## config.mk

```make
export PLATFORM = sky130hd
export DESIGN_NAME = hpq_ctrl
export DESIGN_NICKNAME = d
export VERILOG_FILES = /design/src/rtl/core/hpq_pkg.sv /design/src/rtl/core/hpq_ctrl.sv
export SDC_FILE = /design/constraint.sdc
export NUM_CORES = 1
export LEC_CHECK = 0
export ABC_AREA = 1
export BUFFER_PORTS_ARGS = -buffer_cell sky130_fd_sc_hd__buf_2
export CAP_MARGIN = 5
export CORE_AREA = 2 2 39 41
export DETAILED_ROUTE_END_ITERATION = 10
export DIE_AREA = 0 0 41 43
export MAX_ROUTING_LAYER = met4
export SYNTH_ARGS = -nofsm -noshare
export SYNTH_HDL_FRONTEND = slang
export SYNTH_SLANG_ARGS = --single-unit
```

## constraint.sdc

```tcl
create_clock -name clk -period 0.9 [get_ports clk]
set_input_delay 0 -clock clk [delete_from_list [all_inputs] [get_ports clk]]
set_output_delay 0 -clock clk [all_outputs]
set_load 0.01 [all_outputs]
```

## src/rtl/core/hpq_pkg.sv

```systemverilog
// ----------------------------------------------------------------------------
// hpq_pkg
// Shared types and constants of the binary max-heap priority queue: entry
// layout, operation codes and the controller/datapath command and status.
// ----------------------------------------------------------------------------
package hpq_pkg;

  localparam int unsigned DATA_W = 32;
  localparam int unsigned OCC_W  = 7;
  localparam int unsigned ENTRY_W = 2 * DATA_W;

  localparam logic OP_INSERT = 1'b0;
  localparam logic OP_REMOVE = 1'b1;

  typedef struct packed {
    logic signed [DATA_W-1:0] value;
    logic signed [DATA_W-1:0] prio;
  } entry_t;

  typedef struct packed {
    logic load_ins;
    logic cap_last;
    logic rd_parent;
    logic rd_last;
    logic up_move;
    logic dn_move;
    logic place;
    logic inc;
    logic dec;
    logic report;
    logic acc;
  } cmd_t;

  typedef struct packed {
    logic full;
    logic empty;
    logic pos_zero;
    logic up_gt;
    logic kid_none;
    logic dn_gt;
  } sts_t;

endpackage

```

## src/rtl/core/hpq_ctrl.sv

```systemverilog
// ----------------------------------------------------------------------------
// hpq_ctrl
// Controller state machine: sequences sift-up for insert and sift-down for
// remove-top, each heap level in a check state and a compare state, then reports the transaction.
// ----------------------------------------------------------------------------
module hpq_ctrl (
  input  logic          clk,
  input  logic          rst_n,
  input  logic          start,
  input  logic          in_operation,
  output logic          busy,
  input  hpq_pkg::sts_t sts,
  output hpq_pkg::cmd_t cmd
);

  typedef enum logic [2:0] {
    S_IDLE,
    S_UP_CHK,
    S_UP_CMP,
    S_RM_RD,
    S_RM_CAP,
    S_DN_CHK,
    S_DN_CMP,
    S_FIN
  } state_t;

  state_t state_r, state_nxt;
  logic   acc_r, acc_nxt;

  always_comb begin
    state_nxt = state_r;
    acc_nxt   = acc_r;
    cmd       = '0;
    cmd.acc   = acc_r;
    case (state_r)
      S_IDLE: begin
        if (start) begin
          if (in_operation == hpq_pkg::OP_INSERT) begin
            if (sts.full) begin
              acc_nxt   = 1'b0;
              state_nxt = S_FIN;
            end else begin
              acc_nxt      = 1'b1;
              cmd.load_ins = 1'b1;
              state_nxt    = S_UP_CHK;
            end
          end else begin
            if (sts.empty) begin
              acc_nxt   = 1'b0;
              state_nxt = S_FIN;
            end else begin
              acc_nxt   = 1'b1;
              state_nxt = S_RM_RD;
            end
          end
        end
      end
      S_UP_CHK: begin
        if (sts.pos_zero) begin
          cmd.place = 1'b1;
          cmd.inc   = 1'b1;
          state_nxt = S_FIN;
        end else begin
          cmd.rd_parent = 1'b1;
          state_nxt     = S_UP_CMP;
        end
      end
      S_UP_CMP: begin
        if (sts.up_gt) begin
          cmd.up_move = 1'b1;
          state_nxt   = S_UP_CHK;
        end else begin
          cmd.place = 1'b1;
          cmd.inc   = 1'b1;
          state_nxt = S_FIN;
        end
      end
      S_RM_RD: begin
        cmd.rd_last = 1'b1;
        cmd.dec     = 1'b1;
        state_nxt   = S_RM_CAP;
      end
      S_RM_CAP: begin
        if (sts.empty) begin
          state_nxt = S_FIN;
        end else begin
          cmd.cap_last = 1'b1;
          state_nxt    = S_DN_CHK;
        end
      end
      S_DN_CHK: begin
        if (sts.kid_none) begin
          cmd.place = 1'b1;
          state_nxt = S_FIN;
        end else begin
          state_nxt = S_DN_CMP;
        end
      end
      S_DN_CMP: begin
        if (sts.dn_gt) begin
          cmd.dn_move = 1'b1;
          state_nxt   = S_DN_CHK;
        end else begin
          cmd.place = 1'b1;
          state_nxt = S_FIN;
        end
      end
      S_FIN: begin
        cmd.report = 1'b1;
        state_nxt  = S_IDLE;
      end
      default: begin
        state_nxt = S_IDLE;
      end
    endcase
  end

  always_ff @(posedge clk) begin
    if (!rst_n) begin
      state_r <= S_IDLE;
      acc_r   <= 1'b0;
    end else begin
      state_r <= state_nxt;
      acc_r   <= acc_nxt;
    end
  end

  assign busy = state_r != S_IDLE;

endmodule

```

; ---- Word level (Yosys, flattened, before mapping)
; Cells that the tools add are included.
[totals]
wordCells = 44
input_bits = 10
register_bits = 4
output_inout_bits = 12
[classes]
reduce_logical = 3
eq_ne = 8
n_mux = 31
[op_table]
columns = cell, n
row1 = case mux 3 bit (8 select lines), 1
row2 = 2-to-1 mux 1 bit, 18
row3 = 2-to-1 mux 3 bit, 6
row4 = "equality test 3 bit, second input constant", 4
row5 = 2-to-1 mux 2 bit, 4
row6 = "equality test 3 x 2 -> 1 bit, second input constant", 2
row7 = case mux 1 bit (4 select lines), 1
row8 = "equality test 3 x 1 -> 1 bit, second input constant", 1
row9 = logical NOT 3 bit, 1
row10 = nonzero test 3 bit, 1
row11 = "inequality test 2 bit, second input constant", 1
row12 = case mux 1 bit (2 select lines), 1
row13 = AND reduction 2 bit, 1

; ---- Longest topological paths before layout
; Gate-level depths: netlist of the first run.
[logic_depth]
depth_word = 4
ltp_mapped = 8
ltp_nobuf = 7

; ---- Worst setup path after synthesis of the first run
; OpenSTA, ideal clock, no wires.
[synth_timing]
path_kind = flip-flop to flip-flop
startpoint = register state_r[1]
endpoint = register state_r[1]
setup_ps = 109
synth_period_minus_slack_ps = 983
t_required_ps = 791
stages_incl_launch_ff = 8
slack_ps = -83
path_buffers = 1
t_arrival_ps = 875
path_cell_list = dfxtp_1 -> buf_6 -> nor2_2 -> nand2_1 -> nor2_1 -> nor2_1 -> nand2_1 -> inv_1
[synth_via]
elab_chain_len = 2
word_cells_on_any_way = 10
classes_between = eq/ne: 8 / mux: 1 / reduce/logical: 1
[synth_rtl]
columns = element, line
row1 = from (decl), hpq_ctrl.sv:27  ; state_t state_r, state_nxt;
row2 = from (signal assigned), hpq_ctrl.sv:123  ; state_r <= state_nxt;
row3 = equality test 3 bit (tied with other cells), hpq_ctrl.sv:35  ; case (state_r)
row4 = case mux 3 bit (8 select lines) or inequality test 2 bit (tied branches), --
; Parallel ways exist; a longest one is shown, timed or not.
; A chain may end at the register's enable or synchronous reset.

==> results.sh, run 1 <==
export IMPL_min_period_ns=1.17
export IMPL_wl_met3_um=60
export IMPL_critPathArrivalTime_ns=1.17
export IMPL_drt_pass1_iter_count=4
export IMPL_grt_remaining_overflow=0
export IMPL_ios=22
export IMPL_endpoint_kind="primary output"
export IMPL_die_w_um=41
export IMPL_period_share_pct=130
export IMPL_ys_warn_count=0
export IMPL_fin_util_pct=61.1
export IMPL_hp_class="in2reg"
export IMPL_grt_usage_pct=13.0
export IMPL_r2r_start="state_r[0]$_SDFFE_PN0P_"
export IMPL_rsz0062_at_grt="true"
export IMPL_ant_nets=0
export IMPL_relSlewSlack_pct=87.0
export IMPL_syn_nets=72
export IMPL_tritoncts_num_buffers=3
export IMPL_wl_met1_um=452
export IMPL_num_rows=14
export IMPL_top_layer_used="met4"
export IMPL_floorplan_initialDensity_pct=27.2
export IMPL_wl_met2_um=610
export IMPL_max_freq_ghz=0.855
export IMPL_hold_violations=0
export IMPL_diodes=0
export IMPL_grt_max_degree=10
export IMPL_htree_levels=1
export IMPL_criticalPathCategory="reg2out"
export IMPL_power_leakage_nw=0.427
export IMPL_hp_start="rst_n"
export IMPL_power_mw=1.74
export IMPL_cp_top_family="flip-flops"
export IMPL_ys_types=16
export IMPL_cts_sinks=4
export IMPL_ys_ff_latch=4
export IMPL_path_clk_slew_ns=0.04
export IMPL_num_vias=514
export IMPL_syn_cell_area_um2=377
export IMPL_fin_nets=110
export IMPL_path_cells="inv_8 > nand3_4 > nor2_4 > nor2_4 > nand3_2 > buf_6"
export IMPL_slew_viol_final=0
export IMPL_cp_required_ns=0.90
export IMPL_crit_start="state_r[2]$_SDFFE_PN0P_"
export IMPL_clk_path_buf_depth=2
export IMPL_area_delta_synth_final_pct=125
export IMPL_root_buffer="clkbuf_4"
export IMPL_tightest_slew_ns=0.195
export IMPL_grt_first_pass_wirelength_mm=1.56
export IMPL_setup_violations=15
export IMPL_slowest_delay_ns=0.41
export IMPL_start_kind="flip-flop"
export IMPL_drv_cap=0
export IMPL_die_area_um2=1760
export IMPL_worst_slack_ns=-0.269
export IMPL_grt_pass1_vias=413
export IMPL_ir_worst_vdd_mv=0.860
export IMPL_drt_wl_total_mm=1.18
export IMPL_yosysSeqAreaShare_pct=21.3
export IMPL_die_y_um=43
export IMPL_p_per_area_nw_per_um2=2060
export IMPL_layout_drive_gt1_share_pct=72.4
export IMPL_place_gp_congestion=0.759
export IMPL_synth_cells=62
export IMPL_first_iter_violations=11
export IMPL_cts_tree="built"
export IMPL_numPortBuffers=21
export IMPL_critPathMaxFanout=5
export IMPL_avgSynthCellArea_um2=6.07
export IMPL_dpl_hpwl_um=777
export IMPL_slowest_stage="dfxtp_4"
export IMPL_drc=0
export IMPL_rrSetupSlack_ns=-0.19
export IMPL_critPathMostFrequentCell="nor2_4"
export IMPL_violations="setup timing"
export IMPL_antenna_found_initial=0
export IMPL_clk_latency_ns=0.23
export IMPL_routed_via_density=4.51
export IMPL_coreArea_um2=1380
export IMPL_crit_buf_inv=2
export IMPL_post_drt_wl_per_cell_um=10.3
export IMPL_finClkSkew_ns=0.00223
export IMPL_outcome="finished, violations left"
==> kinds of logic after synthesis <==
group	count (synthesis)	synth area share [%]
simple gates	37	50.5
compound gates	4	7.31
flops	4	21.3
buf+inv	17	20.9
==> state kept, by name, summed over array words and instances (netlist names) <==
name	cells
state_r	3
acc_r	1
==> stage by stage <==
step	hold slack (ns)	instance area [um2]	cells	TNS, ns	setup WS [ns]
global placement	0.258	541	102	-1.67	-0.226
global route	0.0316	846	114	-3.75	-0.326
detailed placement	0.260	541	102	-2.08	-0.271
floorplan	0.0466	397	62	-0.0407	-0.0230
CTS	0.0265	653	110	-2.65	-0.254
finish	0.0290	846	114	-2.86	-0.269
==> cell type report <==
cell class	instances	area, um2
inverter	14	70.1
multi-input combinational	41	350
tap	16	20.0
clock buffer	3	22.5
fill	112	538
timing repair buffer	36	292
sequential	4	91.3
==> placed cells by master (no fill, tap or decap) <==
cell type	instances
nand3_2	5
buf_6	13
buf_12	1
nand3b_1	1
nor2_2	3
nor4_2	1
nor2_1	5
nand2_2	3
buf_2	16
o21ai_4	1
clkbuf_4	3
dfxtp_1	1
buf_4	6
o21ai_2	2
a21oi_1	1
dfxtp_4	3
nand2_1	8
nor2_4	6
inv_4	1
inv_8	2
nand3_4	5
inv_1	11
==> report_power, final <==
part / switching, mW / internal [mW]
sequential: 0.137 / 0.242
combinational: 0.521 / 0.614
clock: 0.0753 / 0.149
==> timing repair <==
item	CTS	global route
hold buffers	0	0
gates resized for setup	15	33
hold endpoints to repair	0	0
pin swaps	3	7
setup buffers	5	5
cloned	0	0
endpoints found under the setup margin	15	15
==> worst reg2reg max path, delay by kind of cell (launching register included) <==
family,cells,cell delay [ns]
simple gates,4,0.35
buf+inv,2,0.18
compound gates,1,0.09
flops,1,0.41
==> final timing paths <==
check	end	cells past startpoint
setup / recovery	cmd[4]	6
setup reg to reg	state_r[2]$_SDFFE_PN0P_	7
hold / removal	state_r[0]$_SDFFE_PN0P_	3
hold reg to reg	acc_r$_SDFFE_PN0P_	2
==> synthesized netlist by cell type <==
cell type	n	share of area, %
a21oi_1	1	1.3
buf_4	2	4.0
buf_6	1	3.0
dfxtp_1	4	21
inv_1	12	12
inv_2	2	2.0
nand2_1	11	11
nand3_1	7	9.3
nand3_2	3	8.0
nand3b_1	1	2.0
nor2_1	9	9.0
nor2_2	4	6.6
nor2_4	1	3.0
nor4_1	1	1.7
o21ai_0	1	1.3
o21ai_2	2	4.7
==> routing by layer <==
layer | GRT usage, % | vias up
li1 | - | 264
met1 | 16.0 | 221
met2 | 20.3 | 22
met3 | 1.57 | 7
met4 | 6.00 | 0
met5 | - | -
No activity file was read; power rests on OpenSTA's default activity.
==> inputs of run 2 (changes only) <==
--- a/config.mk
+++ b/config.mk
@@ -8,9 +8,9 @@
 export ABC_AREA = 1
 export BUFFER_PORTS_ARGS = -buffer_cell sky130_fd_sc_hd__buf_2
 export CAP_MARGIN = 5
-export CORE_AREA = 2 2 39 41
+export CORE_AREA = 3 3 40 42
 export DETAILED_ROUTE_END_ITERATION = 10
-export DIE_AREA = 0 0 41 43
+export DIE_AREA = 0 0 43 45
 export MAX_ROUTING_LAYER = met4
 export SYNTH_ARGS = -nofsm -noshare
 export SYNTH_HDL_FRONTEND = slang
==> run 2 against run 1 <==
  * The run still ends with setup timing left
  * Critical path depth unchanged
  * Power is 8.8% lower
  * Clock power about the same
  * Via count is 1.8% lower
  * Final cell count fell by 3.5%
  * Clock-buffer cell count stayed put
  * Non-clock buffer count decreased by 3
  * Critical path type unchanged
  * Highest routed layer unchanged
==> results.sh, run 2 (synthesis results as in run 1) <==
export IMPL_outcome="finished, violations left"
export IMPL_violations="setup timing"
export IMPL_setup_violations=15
export IMPL_fin_nets=107
export IMPL_clkPwrFrac_pct=14.3
export IMPL_relSlewSlack_pct=88.4
export IMPL_dpl_cell_area_um2=532
export IMPL_final_common_cell="buf_2"
export IMPL_hold_violations=0
export IMPL_power_mw=1.59
export IMPL_rsz0062_at_grt="true"
export IMPL_power_leakage_nw=0.397
export IMPL_grt_pass1_vias=447
export IMPL_r2r_start="state_r[2]$_SDFFE_PN0P_"
export IMPL_drc=0
export IMPL_coreArea_um2=1280
export IMPL_ir_worst_vdd_mv=1.12
export IMPL_grt_max_degree=9
export IMPL_area_delta_synth_final_pct=107
export IMPL_die_y_um=45
export IMPL_die_area_um2=1940
export IMPL_drv_cap=0
export IMPL_worst_slack_ns=-0.252
export IMPL_diodes=0
export IMPL_swShare_pct=44.0
export IMPL_slowest_delay_ns=0.41
export IMPL_path_clk_slew_ns=0.04
export IMPL_slowest_stage="dfxtp_4"
export IMPL_floorplan_initialDensity_pct=29.3
export IMPL_clk_latency_ns=0.24
export IMPL_slew_viol_final=0
export IMPL_root_buffer="clkbuf_4"
export IMPL_criticalPathCategory="reg2out"
export IMPL_switchingPower_uw=697
export IMPL_crit_buf_inv=2
export IMPL_min_to="state_r[2]$_SDFFE_PN0P_"
export IMPL_start_kind="flip-flop"
export IMPL_num_rows=13
export IMPL_grt_remaining_overflow=0
export IMPL_min_period_ns=1.15
export IMPL_p_per_area_nw_per_um2=2040
export IMPL_p_int_uw=889
export IMPL_place_gp_congestion=0.702
export IMPL_hp_class="in2reg"
export IMPL_cp_top_family="flip-flops"
export IMPL_r2r_cells=8
export IMPL_critPathMostFrequentCell="nor2_4"
export IMPL_post_drt_wl_per_cell_um=11.3
export IMPL_routed_via_density=4.59
export IMPL_cp_required_ns=0.90
export IMPL_largest_reg_flops=3
export IMPL_grt_first_pass_wirelength_mm=1.84
export IMPL_hold_path_depth=3
export IMPL_drt_wl_total_mm=1.24
export IMPL_layout_drive_gt1_share_pct=71.6
export IMPL_critPathMaxFanout=7
export IMPL_max_freq_ghz=0.868
export IMPL_htree_levels=1
export IMPL_rrSetupSlack_ns=-0.16
export IMPL_antenna_found_initial=0
export IMPL_cts_sinks=4
export IMPL_num_vias=505
export IMPL_top_register="state_r"
export IMPL_endpoint_kind="primary output"
export IMPL_tritoncts_num_buffers=3
export IMPL_ios=22
export IMPL_seqPwrFrac_pct=23.5
export IMPL_top_regs="state_r: 3 flops, acc_r: 1 flops"
export IMPL_tightest_slew_ns=0.172
export IMPL_most_common_layout_cells="16 x buf_2, 10 x inv_1, 10 x buf_6"
export IMPL_dpl_hpwl_um=796
export IMPL_critPathArrivalTime_ns=1.15
export IMPL_fillers=113
export IMPL_finClkSkew_ns=0.00200
export IMPL_combPwrFrac_pct=62.2
export IMPL_fin_util_pct=60.7
export IMPL_cts_tree="built"
export IMPL_drt_pass1_iter_count=4
export IMPL_first_iter_violations=5
export IMPL_period_share_pct=128
export IMPL_numPortBuffers=21
export IMPL_fin_area_um2=779
export IMPL_path_cells="inv_8 > nand3_4 > nor2_4 > nor2_4 > nand3_2 > buf_6"
export IMPL_clk_path_buf_depth=2
export IMPL_die_w_um=43
export IMPL_grt_usage_pct=12.6
export IMPL_rr_endpoint="state_r[1]$_SDFFE_PN0P_"
export IMPL_hp_start="rst_n"
export IMPL_ant_nets=0
[run 2: power by group through the flow]
| stage | logic, mW | registers [mW] | clock network, mW |
|---|---|---|---|
| after detailed placement | 0.602 | 0.314 | 0 |
| after global placement | 0.595 | 0.313 | 0 |
| after floorplan | 0.463 | 0.272 | 0 |
| final | 0.986 | 0.373 | 0.227 |
| after global routing | 1.07 | 0.380 | 0.240 |
| after CTS | 0.717 | 0.349 | 0.225 |
[run 2: final cells by class]
cell class | count | area [um2] | share of cell area, %
flip-flops and latches | 4 | 91.3 | 11.7
well taps | 15 | 18.8 | 2.41
inverters | 14 | 67.6 | 8.67
repair buffers | 33 | 245 | 31.5
clock buffers | 3 | 22.5 | 2.89
multi-input cells | 41 | 334 | 42.9
[run 2: worst reg2reg max path, cell delays in order, from the launching register on]
cell and delay (ns):
dfxtp_4 0.41, inv_8 0.06, nand3_4 0.11, nor2_4 0.05
nor2_4 0.09, buf_4 0.12, nand2_2 0.04, nand2_2 0.05
inv_2 0.03
[run 2: worst max path at each step]
| stage | startpoint | endpoint | slack (ns) | cells past startpoint |
|---|---|---|---|---|
| 4_1_cts | state_r[2]$_SDFFE_PN0P_ | cmd[4] | -0.25 | 6 |
| 3_5_place_dp | state_r[1]$_SDFFE_PN0P_ | state_r[1]$_SDFFE_PN0P_ | -0.24 | 6 |
| 3_3_place_gp | state_r[1]$_SDFFE_PN0P_ | cmd[4] | -0.22 | 5 |
| 2_1_floorplan | state_r[0]$_SDFFE_PN0P_ | state_r[1]$_SDFFE_PN0P_ | -0.02 | 7 |
| 6_report | state_r[2]$_SDFFE_PN0P_ | cmd[4] | -0.25 | 6 |
| 5_1_grt | state_r[2]$_SDFFE_PN0P_ | cmd[4] | -0.31 | 6 |
[run 2: routing by layer]
metal  part of all wire (%)  GRT usage (%)  up-vias
li1                       -              -      256
met1                     43           16.0      230
met2                     49           20.4       17
met3                    5.9           1.20        2
met4                    2.0           5.42        0
met5                      0              -        -
[run 2: through the flow]
| stage | hold WS [ns] | TNS [ns] | worst slack (ns) | std cells |
|---|---|---|---|---|
| CTS | 0.0235 | -2.13 | -0.250 | 105 |
| detailed placement | 0.266 | -1.72 | -0.237 | 100 |
| global placement | 0.261 | -1.43 | -0.221 | 100 |
| finish | 0.0193 | -2.46 | -0.252 | 110 |
| floorplan | 0.0466 | -0.0407 | -0.0230 | 62 |
| global route | 0.0472 | -3.24 | -0.309 | 110 |
[run 2: timing repair]
item / in CTS / in global routing
hold buffers: 0 / 0
gates resized for setup: 16 / 28
setup endpoints to repair: 15 / 15
pin swaps: 7 / 6
buffers inserted: 2 / 5
